<file path="src/rtl/dpr_pkg.sv">
// ---------------------------------------------------------------------------
// Disparity-to-point reprojector package
// Shared constants, payload types and a helper function.
// ---------------------------------------------------------------------------
`timescale 1ns / 1ps
`default_nettype none

package dpr_pkg;

    localparam int COORD_BITS      = 12;
    localparam int CFG_REGS        = 8;
    localparam int CFG_IDX_W       = 4;
    localparam int CFG_DATA_W      = 64;
    localparam int COEF_W          = 32;
    localparam int MIN_DISP        = 2;
    localparam int PROD_W          = COEF_W + COORD_BITS + 1;
    localparam int SUM_W           = COORD_BITS + 34;
    localparam int MAG_W           = SUM_W;
    localparam int REM_W           = MAG_W + 1;
    localparam int Q_W             = 32;
    localparam int FRAC_BITS       = 16;
    localparam int DIV_STAGES      = 16;
    localparam int STEPS_PER_STAGE = Q_W / DIV_STAGES;
    localparam int LANES           = 3;

    localparam logic [Q_W-1:0] Q_POS_LIMIT = 32'h7FFF_FFFF;
    localparam logic [Q_W-1:0] Q_NEG_LIMIT = 32'h8000_0000;

    typedef struct packed {
        logic [11:0] column;
        logic [11:0] row_index;
        logic [7:0]  disparity;
        logic [7:0]  red;
        logic [7:0]  green;
        logic [7:0]  blue;
    } t_pixel;

    typedef struct packed {
        logic signed [31:0] point_x;
        logic signed [31:0] point_y;
        logic signed [31:0] point_z;
        logic [23:0]        packed_rgb;
        logic               overflow;
    } t_point;

    typedef logic [CFG_DATA_W-1:0]      t_cfg_word;
    typedef t_cfg_word [CFG_REGS-1:0]   t_matrix;
    typedef logic signed [SUM_W-1:0]    t_sum;
    typedef t_sum [3:0]                 t_sums;

    typedef struct packed {
        logic [REM_W-1:0] rem;
        logic [Q_W-1:0]   feed;
        logic [Q_W-1:0]   quo;
        logic             neg;
        logic             num_neg;
        logic             num_nz;
        logic             sat;
    } t_lane;

    typedef struct packed {
        t_lane [LANES-1:0] lanes;
        logic [MAG_W-1:0]  den;
        logic              den_zero;
        logic [23:0]       rgb;
    } t_div_word;

    function automatic logic signed [COEF_W-1:0] coef_half(input t_cfg_word w,
                                                          input logic hi);
        return hi ? $signed(w[2*COEF_W-1:COEF_W]) : $signed(w[COEF_W-1:0]);
    endfunction

endpackage

`default_nettype wire

</file>
<file path="src/rtl/dpr_div_step.sv">
// ---------------------------------------------------------------------------
// Disparity-to-point reprojector divider stage
// Two restoring division steps for each of the three coordinate lanes.
// ---------------------------------------------------------------------------
`timescale 1ns / 1ps
`default_nettype none

module dpr_div_step import dpr_pkg::*; (
    input  wire logic      i_clk,
    input  wire logic      i_rst_n,
    input  wire logic      i_valid,
    input  wire t_div_word i_word,
    output logic           o_valid,
    output t_div_word      o_word
);

    t_div_word        n_word;
    t_div_word        r_word;
    logic             r_valid;
    logic [REM_W-1:0] rem;
    logic             qbit;

    always_comb begin
        n_word = i_word;
        rem    = '0;
        qbit   = 1'b0;
        for (int l = 0; l < LANES; l++) begin
            for (int s = 0; s < STEPS_PER_STAGE; s++) begin
                rem  = {n_word.lanes[l].rem[REM_W-2:0], n_word.lanes[l].feed[Q_W-1]};
                qbit = (rem >= {1'b0, n_word.den});
                if (qbit) begin
                    rem = rem - {1'b0, n_word.den};
                end
                n_word.lanes[l].rem  = rem;
                n_word.lanes[l].feed = {n_word.lanes[l].feed[Q_W-2:0], 1'b0};
                n_word.lanes[l].quo  = {n_word.lanes[l].quo[Q_W-2:0], qbit};
            end
        end
    end

    always_ff @(posedge i_clk) begin
        if (!i_rst_n) begin
            r_valid <= 1'b0;
        end else begin
            r_valid <= i_valid;
        end
        r_word <= n_word;
    end

    assign o_valid = r_valid;
    assign o_word  = r_word;

endmodule

`default_nettype wire

</file>
<file path="config.mk">
export PLATFORM = sky130hd
export DESIGN_NAME = dpr_div_step
export DESIGN_NICKNAME = d
export VERILOG_FILES = /design/src/rtl/dpr_pkg.sv /design/src/rtl/dpr_div_step.sv
export SDC_FILE = /design/constraint.sdc
export NUM_CORES = 1
export LEC_CHECK = 0
export BUFFER_PORTS_ARGS = -buffer_cell sky130_fd_sc_hd__clkbuf_2
export CAP_MARGIN = 20
export CORE_AREA = 2 2 323 325
export DETAILED_ROUTE_END_ITERATION = 12
export DIE_AREA = 0 0 325 327
export PLACE_DENSITY = 0.43
export SETUP_SLACK_MARGIN = 0.05
export SLEW_MARGIN = 20
export SYNTH_ARGS = -nofsm -noshare
export SYNTH_HDL_FRONTEND = slang
export SYNTH_SLANG_ARGS = --single-unit
</file>
<file path="constraint.sdc">
create_clock -name i_clk -period 8.3 [get_ports i_clk]
set_input_delay 1.66 -clock i_clk [delete_from_list [all_inputs] [get_ports i_clk]]
set_output_delay 1.66 -clock i_clk [all_outputs]
set_load 0.01 [all_outputs]
</file>
==> impl_metrics.py <==
metrics = {
    "worst_setup_path": {
        "critical-path-max-stage-delay_ns": 0.46,
        "cp_max_fo": 15,
        "worst-path-buf-inv": 9,
        "required_ns": 8.83,
        "critical_path_class": "in2reg",
        "cp-end-kind": "flip-flop",
        "crit_family": "compound AO/OA/AOI/OAI gates",
        "start_kind": "input pin",
        "cp.arrival_ns": 8.38,
        "slowest_stage": "a211oi_1",
    },
    "yosys": {
        "post_synth_main_area_contributors": "dfxtp_1 31%, ha_1 13%, a21oi_1 7.0%",
        "synth_flop_cell": "dfxtp_1",
        "synthTopCellsByCount": "411 x dfxtp_1, 375 x a21oi_1, 276 x ha_1",
        "asyncSetResetFlopFracSynth": 0,
        "ys_seq_area_frac": 0.309,
        "syn_avg_cell_area_sq_um": 8.46,
        "synth_seq_cells": 411,
        "yosysMostFrequentCell": "dfxtp_1",
        "yosys.area.top_type_share": 0.309,
        "syn_area_sq_um": 26700,
        "synth_cell_types": 82,
        "synth_edf_count": 0,
        "ys_warn_count": 0,
        "netlist_instances": 3152,
        "netlist.top_cell.by_area": "dfxtp_1",
    },
    "drt": {
        "drc": 0,
        "vias_per_cell": 4.84,
        "wl_mm": 147,
        "wl_per_cell_um": 25.2,
        "vias": 28200,
        "final_antenna_net_count": 0,
        "first_pass_iters": 5,
        "drtIter0Drc": 1623,
    },
    "timing": {
        "fin_crit_ns": 7.85,
        "clock.fmax_ghz": 0.127,
        "rsz0062_at_grt": "false",
        "fin_crit_sh": 0.945,
        "worstMarginPinSlew_ns": 0.842,
        "finalHoldViolations": 0,
        "drv_slew": 0,
        "setup_viol": 0,
        "relSlewSlack": 0.432,
        "whs_ns": 1.11,
    },
    "pwr": {
        "p_sw_mw": 3.79,
        "swShare": 0.388,
        "p_total_mw": 9.78,
        "p_clk_frac": 0.249,
        "p_leak_nw": 18.5,
        "peakVddDrop_uv": 171,
        "p_int_mw": 5.99,
        "p_comb_frac": 0.486,
        "power_density_nw_per_um2": 261,
        "pwr-share-seq": 0.266,
    },
    "cts": {
        "cts_buffer_depth": 3,
        "cts.sinks": 411,
        "cts_root_buffer": "clkbuf_16",
        "numCtsBuffers": 53,
        "htree_levels": 2,
        "cts_tree": "yes",
        "cts-hold-fix-buffers": 0,
        "clk_pin_slew_ns": 0.06,
    },
    "hold_path": {
        "hp-class": "in2reg",
    },
    "finish": {
        "final_util": 0.365,
        "drive_gt1_frac": 0.348,
        "areaGrowthSynthToFinish_pct": 40.8,
        "nNetsFinal": 5096,
        "final_area_sq_um": 37500,
    },
    "global_route": {
        "grt_remaining_overflow": 0,
        "grt.total_usage": 0.265,
        "grt_max_degree": 69,
        "grt_pass1_vias": 28000,
        "grt_pass1_wl_mm": 202,
        "antenna_found_initial": 34,
    },
    "placement": {
        "gp_congestion": 0.929,
        "port_buffers": 820,
        "dpl.hpwl_mm": 129,
        "placed_cell_area_sq_um": 35700,
    },
    "floorplan": {
        "die_y_um": 327,
        "num_rows": 118,
        "die_width_um": 325,
        "initial_utilization": 0.259,
        "coreArea_sq_um": 103000,
        "dieArea_sq_um": 106000,
        "pin_count": 836,
    },
    "flow_run": {
        "drv_cap": 0,
    },
    "outcome": {
        "outcome": "finished, final reports clean",
    },
}
cell usage in the layout, fill, tap and decap left out, types with 8 or more instances in the layout:
cell type    n
a211oi_1    20
a21boi_0     9
a21o_1     139
a21oi_1    375
a221o_1     11
a31oi_1     36
a41oi_1      8
and2_1      15
and3_1      33
and4_1      12
buf_4      473
clkbuf_16   53
clkbuf_2   820
clkinv_2    14
dfxtp_1    411
diode_2     10
ha_1       276
inv_1      137
mux2_2     111
mux2_4       9
mux2i_1     13
nand2_1    226
nand2b_1    37
nand3_1     62
nand4_1     52
nor2_1     262
nor2b_1     27
nor3_1      41
nor4_1      13
o211ai_1    13
o21a_1      32
o21ai_0    186
o21bai_1    41
o221ai_1    10
o31a_1       9
o31ai_1     18
or3_1       17
xnor2_1    167
xor2_1      80
repair_timing:
action / CTS / global route
pin swaps: 0 / 0
gates resized for setup: 1 / 1
setup buffers: 0 / 0
endpoints found under the setup margin: 26 / 44
stage by stage:
stage	setup WS [ns]	cells	TNS (ns)
3_3_place_gp	-0.607	5720	-37.68
6_report	0.454	5827	0
2_1_floorplan	0.745	3157	0
3_5_place_dp	-0.666	5720	-38.54
4_1_cts	0.199	5817	0
5_1_grt	0.0808	5822	0
state kept, by name, summed over array words and instances (netlist names):
name,count
o_word,410
o_valid,1
metal layers:
layer	global-route usage	part of all wire
met1	0.310	0.41
met5	0	0.0016
met3	0.0782	0.068
met4	0.0786	0.031
met2	0.465	0.49
worst paths after layout:
| check | startpoint | end | slack [ns] | depth (start not counted) |
|---|---|---|---|---|
| max | i_word[30] | o_word[382]$_DFF_P_ | 0.45 | 30 |
| min | i_word[108] | o_word[110]$_DFF_P_ | 1.11 | 1 |
cell type report:
class | count | area (sq um)
Clock inverter | 31 | 365
Sequential cell | 411 | 8230
Timing Repair Buffer | 1300 | 7790
Fill cell | 10900 | 65400
Antenna cell | 10 | 25.0
Tap cell | 1380 | 1730
Clock buffer | 66 | 1440
Inverter | 139 | 522
Multi-Input combinational cell | 2490 | 17400
kinds of logic (layout without fill, tap and decap cells):
kind of cell,count (synthesis),count (layout),share of synthesized area
AOI/OAI and AO/OA,997,997,0.235
and+or+nand+nor,824,824,0.145
DFF,411,411,0.309
adders and majority gates,282,282,0.134
buffers and inverters,256,1536,0.0393
xor gates and xnor gates,247,247,0.0812
muxes,134,134,0.0573
other,1,16,0.000141
power by group through the flow:
| stage | Sequential (mW) | Clock [mW] | Combinational, mW |
|---|---|---|---|
| floorplan | 2.79 | 0 | 2.43 |
| global placement | 2.65 | 0 | 4.77 |
| detailed placement | 2.64 | 0 | 4.73 |
| CTS | 2.61 | 2.50 | 4.77 |
| global route | 2.63 | 2.57 | 5.15 |
| finish | 2.60 | 2.43 | 4.75 |
(Power assumes the default switching activity.)
